### config.mk
export PLATFORM = sky130hd
export DESIGN_NAME = detection_anchor_decoder
export DESIGN_NICKNAME = d
export VERILOG_FILES = /design/src/hdl/dad_pkg.sv /design/src/hdl/detection_anchor_decoder.sv /design/src/hdl/dad_queue.sv /design/src/hdl/dad_front.sv /design/src/hdl/dad_back.sv
export SDC_FILE = /design/constraint.sdc
export NUM_CORES = 1
export LEC_CHECK = 0
export ABC_CLOCK_PERIOD_IN_PS = 21300
export BUFFER_PORTS_ARGS = -buffer_cell sky130_fd_sc_hd__buf_2
export CORE_MARGIN = 1
export CORE_UTILIZATION = 36
export DETAILED_ROUTE_END_ITERATION = 10
export GPL_ROUTABILITY_DRIVEN = 1
export SYNTH_ARGS = -nofsm -noshare
export SYNTH_HDL_FRONTEND = slang
export SYNTH_SLANG_ARGS = --single-unit
### constraint.sdc
create_clock -name clk_i -period 21.3 [get_ports clk_i]
set_input_delay 2.13 -clock clk_i [delete_from_list [all_inputs] [get_ports clk_i]]
set_output_delay 2.13 -clock clk_i [all_outputs]
set_load 0.02 [all_outputs]
### src/hdl/dad_pkg.sv
`timescale 1ns / 1ps

package dad_pkg;

  // Configuration register indexes
  typedef enum logic [2:0] {
    REG_NUM_CLASSES    = 3'd0,
    REG_NUM_MASKS      = 3'd1,
    REG_INPUT_WIDTH    = 3'd2,
    REG_INPUT_HEIGHT   = 3'd3,
    REG_CONF_THRESHOLD = 3'd4
  } cfg_reg_e;

  localparam int unsigned CfgIdxW  = 3;
  localparam int unsigned CfgDataW = 17;

  // Reset values of the configuration registers
  localparam logic [8:0]  RstNumClasses   = 9'd80;
  localparam logic [6:0]  RstNumMasks     = 7'd32;
  localparam logic [12:0] RstInputWidth   = 13'd640;
  localparam logic [12:0] RstInputHeight  = 13'd640;
  localparam logic [16:0] RstConfThresh   = 17'd16384;

  localparam logic [12:0] MaxInputSize    = 13'd4096;
  localparam logic [16:0] NormOne         = 17'd65536;

  // Job queue depth between front and back
  localparam int unsigned QueueDepth = 2;

  typedef struct packed {
    logic [8:0]  num_classes;
    logic [6:0]  num_masks;
    logic [12:0] input_width;
    logic [12:0] input_height;
    logic [16:0] conf_threshold;
  } cfg_t;

  // One detection that passed the threshold, waiting for box math
  typedef struct packed {
    logic [13:0]        anchor;
    logic [7:0]         label;
    logic signed [31:0] score;
    logic signed [31:0] raw_x;
    logic signed [31:0] raw_y;
    logic signed [31:0] raw_w;
    logic signed [31:0] raw_h;
  } job_t;

endpackage

### src/hdl/detection_anchor_decoder.sv
`timescale 1ns / 1ps

// Channel   | Handshake                 | Payload
// ----------+---------------------------+------------------------------------------
// input     | push_i / full_o           | value_i, frame_start_i
// result    | pop_i / empty_o           | anchor_index_o, label_o, score_o, box_*_o
// config    | cfg_valid_i / cfg_ready_o | cfg_index_i, cfg_data_i
//
// The front takes one row element per cycle while the job queue has room.
// Each passing anchor occupies the back divider: it takes the request, computes
// four quotients, each by load, check and a restoring division, and hands the
// result to the output register; the two-entry job queue and the output
// register absorb this, then full_o stalls the input.
// Reset clears counters and control; no clearing pass is needed.
// Configuration writes are always ready.
module detection_anchor_decoder #(
  parameter int unsigned MAX_CLASSES = 256,
  parameter int unsigned MAX_MASKS   = 64,
  parameter int unsigned MAX_ANCHORS = 16384
) (
  input  logic                          clk_i,
  input  logic                          rst_ni,
  input  logic                          push_i,
  output logic                          full_o,
  input  logic [31:0]                   value_i,
  input  logic                          frame_start_i,
  output logic                          empty_o,
  input  logic                          pop_i,
  output logic [13:0]                   anchor_index_o,
  output logic [7:0]                    label_o,
  output logic [31:0]                   score_o,
  output logic [16:0]                   box_x_o,
  output logic [16:0]                   box_y_o,
  output logic [16:0]                   box_w_o,
  output logic [16:0]                   box_h_o,
  input  logic                          cfg_valid_i,
  output logic                          cfg_ready_o,
  input  logic [dad_pkg::CfgIdxW-1:0]   cfg_index_i,
  input  logic [dad_pkg::CfgDataW-1:0]  cfg_data_i
);

  dad_pkg::cfg_t      cfg_q;
  dad_pkg::job_t      job_in, job_out;
  logic               job_push, job_pop, job_full, job_empty;
  logic               accept;

  assign cfg_ready_o = 1'b1;
  assign accept      = push_i && !job_full;
  assign full_o      = job_full;

  // configuration registers
  always_ff @(posedge clk_i or negedge rst_ni) begin
    if (!rst_ni) begin
      cfg_q.num_classes    <= dad_pkg::RstNumClasses;
      cfg_q.num_masks      <= dad_pkg::RstNumMasks;
      cfg_q.input_width    <= dad_pkg::RstInputWidth;
      cfg_q.input_height   <= dad_pkg::RstInputHeight;
      cfg_q.conf_threshold <= dad_pkg::RstConfThresh;
    end else if (cfg_valid_i && cfg_ready_o) begin
      unique case (cfg_index_i)
        dad_pkg::REG_NUM_CLASSES:    cfg_q.num_classes    <= cfg_data_i[8:0];
        dad_pkg::REG_NUM_MASKS:      cfg_q.num_masks      <= cfg_data_i[6:0];
        dad_pkg::REG_INPUT_WIDTH:    cfg_q.input_width    <= cfg_data_i[12:0];
        dad_pkg::REG_INPUT_HEIGHT:   cfg_q.input_height   <= cfg_data_i[12:0];
        dad_pkg::REG_CONF_THRESHOLD: cfg_q.conf_threshold <= cfg_data_i;
        default: ;
      endcase
    end
  end

  dad_front #(
    .MAX_CLASSES (MAX_CLASSES),
    .MAX_MASKS   (MAX_MASKS),
    .MAX_ANCHORS (MAX_ANCHORS)
  ) u_front (
    .clk_i         (clk_i),
    .rst_ni        (rst_ni),
    .cfg_i         (cfg_q),
    .accept_i      (accept),
    .value_i       (value_i),
    .frame_start_i (frame_start_i),
    .job_push_o    (job_push),
    .job_o         (job_in)
  );

  dad_queue u_queue (
    .clk_i   (clk_i),
    .rst_ni  (rst_ni),
    .push_i  (job_push),
    .wdata_i (job_in),
    .pop_i   (job_pop),
    .rdata_o (job_out),
    .full_o  (job_full),
    .empty_o (job_empty)
  );

  dad_back u_back (
    .clk_i          (clk_i),
    .rst_ni         (rst_ni),
    .cfg_i          (cfg_q),
    .job_empty_i    (job_empty),
    .job_i          (job_out),
    .job_pop_o      (job_pop),
    .pop_i          (pop_i),
    .empty_o        (empty_o),
    .anchor_index_o (anchor_index_o),
    .label_o        (label_o),
    .score_o        (score_o),
    .box_x_o        (box_x_o),
    .box_y_o        (box_y_o),
    .box_w_o        (box_w_o),
    .box_h_o        (box_h_o)
  );

`ifndef SYNTHESIS
  a_no_push_when_full: assert property (@(posedge clk_i) disable iff (!rst_ni)
    job_push |-> !job_full)
    else $error("detection pushed into a full job queue");
`endif

endmodule

### src/hdl/dad_queue.sv
`timescale 1ns / 1ps

module dad_queue (
  input  logic          clk_i,
  input  logic          rst_ni,
  input  logic          push_i,
  input  dad_pkg::job_t wdata_i,
  input  logic          pop_i,
  output dad_pkg::job_t rdata_o,
  output logic          full_o,
  output logic          empty_o
);

  localparam int unsigned PtrW = (dad_pkg::QueueDepth > 1) ? $clog2(dad_pkg::QueueDepth) : 1;
  localparam int unsigned CntW = $clog2(dad_pkg::QueueDepth + 1);

  dad_pkg::job_t       slot_q [dad_pkg::QueueDepth];
  logic [PtrW-1:0]     wr_ptr_q, rd_ptr_q;
  logic [CntW-1:0]     count_q;
  logic                do_push, do_pop;

  assign full_o  = (count_q == CntW'(dad_pkg::QueueDepth));
  assign empty_o = (count_q == '0);
  assign do_push = push_i && !full_o;
  assign do_pop  = pop_i && !empty_o;
  assign rdata_o = slot_q[rd_ptr_q];

  // storage, no reset on payload
  always_ff @(posedge clk_i) begin
    if (do_push) begin
      slot_q[wr_ptr_q] <= wdata_i;
    end
  end

  // pointers and fill count
  always_ff @(posedge clk_i or negedge rst_ni) begin
    if (!rst_ni) begin
      wr_ptr_q <= '0;
      rd_ptr_q <= '0;
      count_q  <= '0;
    end else begin
      if (do_push) begin
        wr_ptr_q <= (wr_ptr_q == PtrW'(dad_pkg::QueueDepth - 1)) ? '0 : wr_ptr_q + 1'b1;
      end
      if (do_pop) begin
        rd_ptr_q <= (rd_ptr_q == PtrW'(dad_pkg::QueueDepth - 1)) ? '0 : rd_ptr_q + 1'b1;
      end
      unique case ({do_push, do_pop})
        2'b10:   count_q <= count_q + 1'b1;
        2'b01:   count_q <= count_q - 1'b1;
        default: count_q <= count_q;
      endcase
    end
  end

`ifndef SYNTHESIS
  a_count_bound: assert property (@(posedge clk_i) disable iff (!rst_ni)
    count_q <= CntW'(dad_pkg::QueueDepth))
    else $error("job queue count above depth");
  a_push_grows: assert property (@(posedge clk_i) disable iff (!rst_ni)
    (do_push && !do_pop) |=> (count_q == $past(count_q) + 1'b1))
    else $error("job queue lost a request");
`endif

endmodule

### src/hdl/dad_front.sv
`timescale 1ns / 1ps

module dad_front #(
  parameter int unsigned MAX_CLASSES = 256,
  parameter int unsigned MAX_MASKS   = 64,
  parameter int unsigned MAX_ANCHORS = 16384
) (
  input  logic          clk_i,
  input  logic          rst_ni,
  input  dad_pkg::cfg_t cfg_i,
  input  logic          accept_i,
  input  logic [31:0]   value_i,
  input  logic          frame_start_i,
  output logic          job_push_o,
  output dad_pkg::job_t job_o
);

  localparam int unsigned RW  = $clog2(4 + MAX_CLASSES + MAX_MASKS + 1);
  localparam int unsigned NW  = (RW > 9) ? RW : 9;
  localparam int unsigned CW  = (MAX_CLASSES > 1) ? $clog2(MAX_CLASSES) : 1;
  localparam int unsigned AW  = (MAX_ANCHORS > 1) ? $clog2(MAX_ANCHORS) : 1;

  logic [RW-1:0]      row_pos_q, row_pos_d;
  logic [AW-1:0]      anchor_q, anchor_d;
  logic signed [31:0] best_q, best_d;
  logic [CW-1:0]      class_q, class_d;
  logic [31:0]        box_q [4];

  logic [NW-1:0]      nc_ext, nm_ext, nc_lim, nm_lim;
  logic [RW-1:0]      nc_eff, nm_eff, last_pos, pos;
  logic [AW-1:0]      anchor_base;
  logic [CW-1:0]      k;
  logic               is_box, is_class, is_last, passes;
  logic [AW+13:0]     anchor_ext;
  logic [CW+7:0]      class_ext;

  // effective row geometry
  always_comb begin
    nc_ext = NW'(cfg_i.num_classes);
    nm_ext = NW'(cfg_i.num_masks);
    if (nc_ext == '0) begin
      nc_lim = NW'(1);
    end else if (nc_ext > NW'(MAX_CLASSES)) begin
      nc_lim = NW'(MAX_CLASSES);
    end else begin
      nc_lim = nc_ext;
    end
    nm_lim   = (nm_ext > NW'(MAX_MASKS)) ? NW'(MAX_MASKS) : nm_ext;
    nc_eff   = nc_lim[RW-1:0];
    nm_eff   = nm_lim[RW-1:0];
    last_pos = RW'(3) + nc_eff + nm_eff;
  end

  // per-element classification and running argmax
  always_comb begin
    pos         = frame_start_i ? '0 : row_pos_q;
    anchor_base = frame_start_i ? '0 : anchor_q;
    is_box      = (pos < RW'(4));
    is_class    = !is_box && (pos < RW'(4) + nc_eff);
    is_last     = (pos >= last_pos);
    k           = CW'(pos - RW'(4));
    best_d      = best_q;
    class_d     = class_q;
    if (is_class && ((k == '0) || ($signed(value_i) > best_q))) begin
      best_d  = $signed(value_i);
      class_d = k;
    end
    passes = ($signed({best_d[31], best_d}) >= $signed({16'b0, cfg_i.conf_threshold}));
    if (is_last) begin
      row_pos_d = '0;
      anchor_d  = (anchor_base == AW'(MAX_ANCHORS - 1)) ? '0 : anchor_base + 1'b1;
    end else begin
      row_pos_d = pos + 1'b1;
      anchor_d  = anchor_base;
    end
    anchor_ext = (AW + 14)'(anchor_base);
    class_ext  = (CW + 8)'(class_d);
  end

  assign job_push_o   = accept_i && is_last && passes;
  assign job_o.anchor = anchor_ext[13:0];
  assign job_o.label  = class_ext[7:0];
  assign job_o.score  = best_d;
  assign job_o.raw_x  = $signed(box_q[0]);
  assign job_o.raw_y  = $signed(box_q[1]);
  assign job_o.raw_w  = $signed(box_q[2]);
  assign job_o.raw_h  = $signed(box_q[3]);

  // raw box capture
  always_ff @(posedge clk_i) begin
    if (accept_i && is_box) begin
      box_q[pos[1:0]] <= value_i;
    end
  end

  // counters and argmax state
  always_ff @(posedge clk_i or negedge rst_ni) begin
    if (!rst_ni) begin
      row_pos_q <= '0;
      anchor_q  <= '0;
      best_q    <= '0;
      class_q   <= '0;
    end else if (accept_i) begin
      row_pos_q <= row_pos_d;
      anchor_q  <= anchor_d;
      best_q    <= best_d;
      class_q   <= class_d;
    end
  end

endmodule

### src/hdl/dad_back.sv
`timescale 1ns / 1ps

module dad_back (
  input  logic          clk_i,
  input  logic          rst_ni,
  input  dad_pkg::cfg_t cfg_i,
  input  logic          job_empty_i,
  input  dad_pkg::job_t job_i,
  output logic          job_pop_o,
  input  logic          pop_i,
  output logic          empty_o,
  output logic [13:0]   anchor_index_o,
  output logic [7:0]    label_o,
  output logic [31:0]   score_o,
  output logic [16:0]   box_x_o,
  output logic [16:0]   box_y_o,
  output logic [16:0]   box_w_o,
  output logic [16:0]   box_h_o
);

  typedef enum logic [2:0] {
    S_IDLE,
    S_LOAD,
    S_CHECK,
    S_ITER,
    S_DONE
  } state_e;

  state_e             state_q;
  dad_pkg::job_t      job_q;
  logic [1:0]         sel_q;
  logic [4:0]         bit_q;
  logic signed [35:0] t_q;
  logic [13:0]        div_q;
  logic [13:0]        rem_q;
  logic [17:0]        shf_q;
  logic [17:0]        quo_q;
  logic [16:0]        res_q [4];
  logic               out_valid_q;
  logic [13:0]        out_anchor_q;
  logic [7:0]         out_label_q;
  logic [31:0]        out_score_q;
  logic [16:0]        out_box_q [4];

  logic [12:0]        wd, ht, dsel;
  logic signed [35:0] xe, ye, we, he, num;
  logic [14:0]        rem_sh;
  logic               ge;
  logic [16:0]        quo_clamped;
  logic               out_load;

  // clamp input sizes to 1..4096
  always_comb begin
    if (cfg_i.input_width == '0) begin
      wd = 13'd1;
    end else if (cfg_i.input_width > dad_pkg::MaxInputSize) begin
      wd = dad_pkg::MaxInputSize;
    end else begin
      wd = cfg_i.input_width;
    end
    if (cfg_i.input_height == '0) begin
      ht = 13'd1;
    end else if (cfg_i.input_height > dad_pkg::MaxInputSize) begin
      ht = dad_pkg::MaxInputSize;
    end else begin
      ht = cfg_i.input_height;
    end
  end

  // numerator for the current box term
  always_comb begin
    xe = 36'(job_q.raw_x);
    ye = 36'(job_q.raw_y);
    we = 36'(job_q.raw_w);
    he = 36'(job_q.raw_h);
    unique case (sel_q)
      2'd0: num = (xe <<< 1) - we;
      2'd1: num = (ye <<< 1) - he;
      2'd2: num = we <<< 1;
      2'd3: num = he <<< 1;
      default: num = '0;
    endcase
    dsel = sel_q[0] ? ht : wd;
  end

  // one restoring step per cycle
  always_comb begin
    rem_sh      = {rem_q, shf_q[17]};
    ge          = (rem_sh >= {1'b0, div_q});
    quo_clamped = (quo_q > 18'(dad_pkg::NormOne)) ? dad_pkg::NormOne : quo_q[16:0];
  end

  assign out_load       = (state_q == S_DONE) && (!out_valid_q || pop_i);
  assign job_pop_o      = (state_q == S_IDLE) && !job_empty_i;
  assign empty_o        = !out_valid_q;
  assign anchor_index_o = out_anchor_q;
  assign label_o        = out_label_q;
  assign score_o        = out_score_q;
  assign box_x_o        = out_box_q[0];
  assign box_y_o        = out_box_q[1];
  assign box_w_o        = out_box_q[2];
  assign box_h_o        = out_box_q[3];

  // sequencer, divider and output register
  always_ff @(posedge clk_i or negedge rst_ni) begin
    if (!rst_ni) begin
      state_q     <= S_IDLE;
      out_valid_q <= 1'b0;
      sel_q       <= '0;
      bit_q       <= '0;
    end else begin
      // output slot: a finished request replaces a popped or empty one
      if (out_load) begin
        out_valid_q <= 1'b1;
      end else if (pop_i) begin
        out_valid_q <= 1'b0;
      end
      unique case (state_q)
        S_IDLE: begin
          if (!job_empty_i) begin
            job_q   <= job_i;
            sel_q   <= '0;
            state_q <= S_LOAD;
          end
        end
        S_LOAD: begin
          // rounding offset: (n + d) / 2d
          t_q     <= num + $signed({23'b0, dsel});
          div_q   <= {dsel, 1'b0};
          state_q <= S_CHECK;
        end
        S_CHECK: begin
          if (t_q[35]) begin
            res_q[sel_q] <= '0;
            sel_q        <= sel_q + 1'b1;
            state_q      <= (sel_q == 2'd3) ? S_DONE : S_LOAD;
          end else if (t_q[34:0] >= 35'({div_q, 18'b0})) begin
            res_q[sel_q] <= dad_pkg::NormOne;
            sel_q        <= sel_q + 1'b1;
            state_q      <= (sel_q == 2'd3) ? S_DONE : S_LOAD;
          end else begin
            rem_q   <= t_q[31:18];
            shf_q   <= t_q[17:0];
            quo_q   <= '0;
            bit_q   <= '0;
            state_q <= S_ITER;
          end
        end
        S_ITER: begin
          rem_q <= ge ? 14'(rem_sh - {1'b0, div_q}) : rem_sh[13:0];
          shf_q <= {shf_q[16:0], 1'b0};
          quo_q <= {quo_q[16:0], ge};
          bit_q <= bit_q + 1'b1;
          if (bit_q == 5'd18) begin
            res_q[sel_q] <= quo_clamped;
            sel_q        <= sel_q + 1'b1;
            state_q      <= (sel_q == 2'd3) ? S_DONE : S_LOAD;
          end
        end
        S_DONE: begin
          if (out_load) begin
            out_anchor_q <= job_q.anchor;
            out_label_q  <= job_q.label;
            out_score_q  <= job_q.score;
            out_box_q[0] <= res_q[0];
            out_box_q[1] <= res_q[1];
            out_box_q[2] <= res_q[2];
            out_box_q[3] <= res_q[3];
            state_q      <= S_IDLE;
          end
        end
        default: state_q <= S_IDLE;
      endcase
    end
  end

`ifndef SYNTHESIS
  a_iter_bound: assert property (@(posedge clk_i) disable iff (!rst_ni)
    (state_q == S_ITER) |-> (bit_q <= 5'd18))
    else $error("divider ran past its quotient width");
  a_rem_below_div: assert property (@(posedge clk_i) disable iff (!rst_ni)
    (state_q == S_ITER) |-> (rem_q < div_q))
    else $error("divider remainder not below divisor");
`endif

endmodule
==> results of run 1 <==
==> through the flow <==
step | cells | total power (uW) | area [um^2] | setup slack (ns)
floorplan | 3270 | 4234 | 47380 | 6.458
CTS | 5339 | 6780 | 54220 | 11.02
detailed placement | 5128 | 4786 | 50440 | 10.28
global placement | 5128 | 4766 | 50440 | 10.32
finish | 5342 | 6714 | 54230 | 11.10
global route | 5340 | 7076 | 54220 | 10.60
==> cells by family after synthesis <==
logic type               count (synthesis)  synth area share (%)
buffers and inverters                  288                 2.295
flip-flops                            1100                 68.30
AND/OR/NAND/NOR                        716                 7.490
other                                    1              0.007915
multiplexers                           280                 6.613
AO/OA/AOI/OAI                          576                 7.889
XOR/XNOR                               105                 1.941
adder cells (fa/ha/maj)                204                 5.467
==> area by class of cell <==
| class | instances | area, um^2 |
|---|---|---|
| Fill cell | 11860 | 75750 |
| Sequential cell | 1100 | 32360 |
| Multi-Input combinational cell | 1882 | 14010 |
| Clock buffer | 153 | 3065 |
| Tap cell | 1742 | 2180 |
| Timing Repair Buffer | 219 | 1197 |
| Clock inverter | 58 | 710.7 |
| Inverter | 185 | 694.4 |
| Antenna cell | 3 | 7.507 |
==> power by group <==
group | internal [uW] | total, uW | switching, uW
clock network | 1140 | 1970 | 832
registers | 2730 | 2900 | 168
logic | 734 | 1850 | 1110
==> cell usage in the layout, fill, tap and decap left out, drive strengths merged, types with 12 or more instances in the layout <==
cell / instances
and3: 33
o21a: 18
nand4: 34
inv: 187
nor3: 31
a22o: 13
nor2b: 50
nor4: 31
mux2: 264
clkbuf: 153
a211oi: 12
nand2: 244
buf: 219
nor2: 118
or3: 20
xor2: 32
o21bai: 14
dfrtp: 129
a21o: 50
xnor2: 73
nand2b: 39
clkinv: 42
nand3: 49
ha: 199
a21oi: 165
edfxtp: 963
o21ai: 157
a221oi: 16
o31ai: 14
a31oi: 17
mux2i: 16
and2: 33
==> worst max path at each step <==
stage | start | endpoint | slack (ns)
after detailed placement | frame_start_i | u_queue.slot_q[0][86] | 10.28
after CTS | frame_start_i | u_queue.slot_q[1][88] | 11.02
after global routing | frame_start_i | u_queue.slot_q[1][88] | 10.60
after floorplan | frame_start_i | u_queue.slot_q[0][0] | 6.46
final | frame_start_i | u_queue.slot_q[1][88] | 11.10
after global placement | frame_start_i | u_queue.slot_q[1][22] | 10.32
==> per-layer routing <==
metal | track usage, % | vias to the layer above | wire length, um
li1 | - | 12770 | -
met1 | 22.48 | 13300 | 49850
met2 | 25.16 | 670 | 48360
met3 | 2.367 | 161 | 4981
met4 | 5.256 | 4 | 2937
met5 | 0 | - | 16
==> registers in the layout, indices dropped and copies added (netlist names), 2 cells and up <==
register and flops:
u_back.rem_q 14, u_back.anchor_index_o 14, u_back.he 32, u_back.state_q 3, u_back.score_o 32, u_back.out_box_q 68, u_queue.count_q 2, u_front.row_pos_q 9
u_front.class_q 8, u_back.t_q 36, u_back.shf_q 18, u_front.anchor_q 14, u_front.box_q 128, u_back.sel_q 2, u_front.best_q 32, u_back.job_q 150
u_back.label_o 8, cfg_q 59, u_back.res_q 68, u_back.bit_q 5, u_back.div_q 13, u_back.quo_q 18, u_queue.slot_q 364
==> impl_results.md, run 1 <==
- Status: finished clean
- WL/cell: 19.87 um
- Clock slew at reported path FFs: 0.06 ns
- Synth-to-Final Area Change: 14.47%
- Peak VDD IR: 0.08443 mV
- Hold Path Origin: u_back.job_q[133]
- Mean post-synth cell area: 14.49 um^2
- Yosys reg bits: 1,100
- IO Count: 183
- TritonRoute pass-1 iters: 5
- Setup TNS Final: 0 ns
- Min-delay worst type: reg2reg
- Net count after synthesis: 3,532
- Mapped Cells: 3,270
- Fin. Hold Viols: 0
- Layout Nets: 3,761
- Count leader, synth: edfxtp_1
- Grt total ovfl: 0
- Share of the yosys chip area belonging to registers: 68.30%
- CTS tree: yes
- Cts repair resizes: 0
- Buffer depth of the longest clock path: 3
- Most frequent cells after synthesis: edfxtp_1 (963), mux2_2 (264), nand2_1 (244)
- Antenna-violating nets left: 0
- Worst r2r src: cfg_q[57]
- Critical Path RT: 21.63 ns
- YS warnings: 0
- Initial Util: 36.45%
- Crit path top cell by count: buf_4
- Number of max-cap violations: 0
- Pin count of the biggest net entering global routing: 83
- Die width: 364.8 um
- Post-detail-place hpwl: 73,160 um
- Final Util: 41.72%
- Largest cells by area after synthesis: edfxtp_1 (61%), dfrtp_1 (6.8%), mux2_2 (6.3%)
- Ys flop type: edfxtp_1
- CP endpoint kind: flop
- Worst slew margin: 26.81%
- Hold Crit Depth: 0
- Clk Latency, worst-skew pair: 0.76 ns
- Via count: 26,900
- Peak Freq: 98.01 MHz
- Reg2reg path depth: 26
- Chip height: 364.8 um
- Htree depth: 3
- Postcts setup bufs: 0
- Slowest Stage Delay on Critical Path: 0.83 ns
- GRT Resource Usage Total: 15.94%
- DRT iter0 DRCs: 1,986
- WL final: 106,100 um
- Share of the synthesized area in the top cell type: 61.04%
- Rows: 132
- Leak: 0.01983 uW
- CTS buffer count: 111
- Reg-to-reg slack, setup: 12.17 ns
- CTS hold repair buffers: 0
- Clk sink count: 1,100
- Synth async-reset ratio: 12.45%
- WHS Endpoint: u_back.score_o[5]
- Hold_ws: 0.3609 ns
- Post-synth EDFFs: 963
- Stages on worst setup path: 24
- RSZ-0062 raised after global routing: no
- Final setup viols: 0
- Worst-Margin Slew: 1.098 ns
- Power Density: 123.8 nW/um^2
- Largest fanout on the critical path: 72
- Post-synth top area cell: edfxtp_1
- Via/cell ratio: 5.035
- DRC: 0
- Mapped cell area: 47,380 um^2
- R2R Path End: u_queue.slot_q[1][88]
- Crit path cell chain: buf_2 > nor2b_1 > inv_1 > ha_1 > nand3_1 > nor3_1 > o2111ai_1 > a31oi_4 > buf_4 > mux2_2 > ha_1 > a21o_1 > a21o_1 > a21o_1 > a21oi_1 > nor2b_1 > o21ai_0 > a2111oi_0 > a211oi_1 > a2111o_1 > nor2_4 > buf_4 > buf_4 > buf_4
- Port buffer count: 181
- Initial antenna violation count: 7
- Post-route clock skew: 0.07393 ns
- Worst setup SP type: input pin
- Period utilisation layout: 47.90%
- First-pass GRT wire length: 161,200 um
- Crit path arrival time: 10.53 ns
- Tmin final: 10.20 ns
- Crit path max-delay cell type: buf_4
- CORE AREA: 130,000 um^2
- Crit path buf inv count: 6
- Setup Crit Path Kind: in2reg
- Crit-path leading delay family: buffers and inverters
- Pins Over Slew Limit: 0
- Yosys cell types: 87
- Vias in the first global route: 26,480
- DIE AREA: 133,100 um^2
- Routability cong.: 0.8836
- Ratio of cells with drive above 1 in the final layout: 19.27%
- Clk root buf: clkbuf_16
Note: power is estimated with default switching activity, not from simulation.
==> run 2, diff against run 1 <==
- ABC_CLOCK_PERIOD_IN_PS: 21300 -> 8700
- clock period: 21.3 -> 8.7 ns (I/O delays scaled with it)
==> impl_results.md, run 2 (same netlist as run 1, synthesis figures left out) <==
- Status: finished clean
- Min-delay worst type: in2async
- Crit path max-delay cell type: nor2_4
- Crit-path leading delay family: compound AO/OA/AOI/OAI gates
- Routability cong.: 0.8819 (-0.19%)
- CTS hold repair buffers: 0 (unchanged)
- Chip height: 364.8 um (unchanged)
- Port buffer count: 181 (unchanged)
- Setup Crit Path Kind: reg2reg
- Final setup viols: 0 (unchanged)
- Largest fanout on the critical path: 20 (-72%)
- DRT iter0 DRCs: 2,096 (+5.5%)
- Slowest Stage Delay on Critical Path: 0.78 ns (-0.05 ns)
- Crit path cell chain: or4_1 > nor4_1 > nor2b_1 > o21ai_0 > ha_1 > a21oi_1 > o22ai_1 > a211oi_1 > o2111ai_1 > a31oi_4 > buf_4 > buf_4 > mux2_2 > ha_1 > nand4_1 > a2111oi_0 > a211oi_1 > a2111o_1 > nor2_4 > buf_4
- Crit path buf inv count: 3 (-3)
- FILL cells: 11,830 (-0.25%)
- Worst slew margin: 26.63% (-0.18 points)
- Tmin final: 7.291 ns
- GRT Resource Usage Total: 16.05% (+0.11 points)
- Synth-to-Final Area Change: 14.71%
- CTS buffer count: 110 (-0.90%)
- TritonRoute pass-1 iters: 6 (+1)
- Cts repair resizes: 0 (unchanged)
- Peak Freq: 137.2 MHz
- DRC: 0 (unchanged)
- Clk sink count: 1,100 (unchanged)
- Period utilisation layout: 83.81%
- Placed insts: 5,137 (+0.18%)
- Via count: 26,980 (+0.29%)
- Antenna-violating nets left: 0 (unchanged)
- Crit path arrival time: 7.71 ns (-2.82 ns)
- Layout Nets: 3,769 (+0.21%)
- Power Density: 301.6 nW/um^2 (+140%)
- Vias in the first global route: 26,620 (+0.53%)
- Post-detail-place hpwl: 73,970 um (+1.1%)
- Htree depth: 3 (unchanged)
- Initial antenna violation count: 8 (+1)
- CTS tree: yes
- Post-route clock skew: 0.04445 ns (-0.02947 ns)
- Critical Path RT: 9.12 ns (-12.51 ns)
- RSZ-0062 raised after global routing: no
- DIE AREA: 133,100 um^2 (unchanged)
- Most frequent cells in the layout: edfxtp_1 (963), mux2_2 (264), nand2_1 (244), ha_1 (198), inv_1 (185)
- Initial Util: 36.45% (unchanged)
- Most flop-heavy register: u_queue.slot_q
- Pin count of the biggest net entering global routing: 153 (+84%)
- IO Count: 183 (unchanged)
- Rows: 132 (unchanged)
- Fin. Hold Viols: 0 (unchanged)
- Clk root buf: clkbuf_16
- Commonest non-fill, non-tap cell in the layout: edfxtp_1
- Pins Over Slew Limit: 0 (unchanged)
- CORE AREA: 130,000 um^2 (unchanged)
- Crit path top cell by count: buf_4
- Via/cell ratio: 5.046 (+0.21%)
- Clk Latency, worst-skew pair: 0.74 ns (-0.02 ns)
- WL final: 107,200 um (+1.0%)
- Grt total ovfl: 0 (unchanged)
- Max FFs per register: 364 (unchanged)
- First-pass GRT wire length: 162,400 um (+0.74%)
- Hold_ws: 0.09094 ns (-0.2700 ns)
- Leak: 0.01989 uW (+0.29%)
- Buffer depth of the longest clock path: 3 (unchanged)
- Non-Filler Instances: 5,346 (+0.075%)
- WL/cell: 20.06 um (+0.96%)
- Final Power: 16,390 uW (+140%)
- Postcts setup bufs: 0 (unchanged)
- Number of max-cap violations: 0 (unchanged)
- Peak VDD IR: 0.2714 mV (+220%)
- CP endpoint kind: flop
- Die width: 364.8 um (unchanged)
- Worst setup SP type: flop
- Ratio of cells with drive above 1 in the final layout: 19.68% (+0.42 points)
- Worst-Margin Slew: 1.101 ns (+0.002739 ns)
- Clock slew at reported path FFs: 0.06 ns (about the same)
## run 2: cell count changes in the layout (fill, tap and decap cells not counted), moves of 2 or more
cell       change
buf_12        +10
bufinv_16      -2
clkbuf_1       -3
clkbuf_16      -3
clkbuf_4       -2
clkbuf_8      +10
clkinv_1       -8
clkinv_16      -4
clkinv_4       +2
clkinv_8       +3
## run 2: stage by stage
step	setup slack (ns)	utilization, %	instance area (um^2)	setup TNS (ns)
3_3_place_gp	1.324	38.96	50640	0
3_5_place_dp	1.273	38.96	50640	0
2_1_floorplan	-1.814	-	47380	-660.30
5_1_grt	0.9821	41.81	54340	0
4_1_cts	1.235	41.81	54340	0
6_report	1.409	41.81	54340	0
## run 2: worst paths after layout
check | from | to | slack (ns) | cells past startpoint
max | cfg_q[55] | u_queue.slot_q[1][164] | 1.41 | 20
min | rst_ni | u_front.anchor_q[1] | 0.09 | 1
max reg2reg | cfg_q[55] | u_queue.slot_q[1][164] | 1.41 | 20
min reg2reg | u_back.res_q[0][8] | u_back.out_box_q[0][8] | 0.42 | 0
max in group asynchronous | rst_ni | u_front.best_q[23] | 7.42 | 2
min in group clk_i | cfg_data_i[16] | cfg_q[16] | 0.35 | 3
## run 2: final cells by class
class | count | area (um^2) | area share [%]
diodes | 2 | 5.005 | 0.009210
clock buffers | 155 | 3102 | 5.708
clock inverters | 52 | 599.3 | 1.103
inverters | 185 | 694.4 | 1.278
multi-input cells | 1882 | 14010 | 25.79
flip-flops and latches | 1100 | 32360 | 59.55
well taps | 1742 | 2180 | 4.011
repair buffers | 228 | 1390 | 2.558
## run 2: where the power goes
group | switching, uW | internal [uW]
clock | 2030 | 2740
combinational | 2750 | 1810
sequential | 377 | 6680
## run 2: routing by layer
layer / vias to the layer above / GRT usage (%) / part of all wire [%]
li1: 12790 / - / -
met1: 13340 / 22.22 / 46
met2: 696 / 25.62 / 46
met3: 154 / 2.338 / 4.8
met4: 0 / 5.792 / 2.7
met5: - / 0 / 0
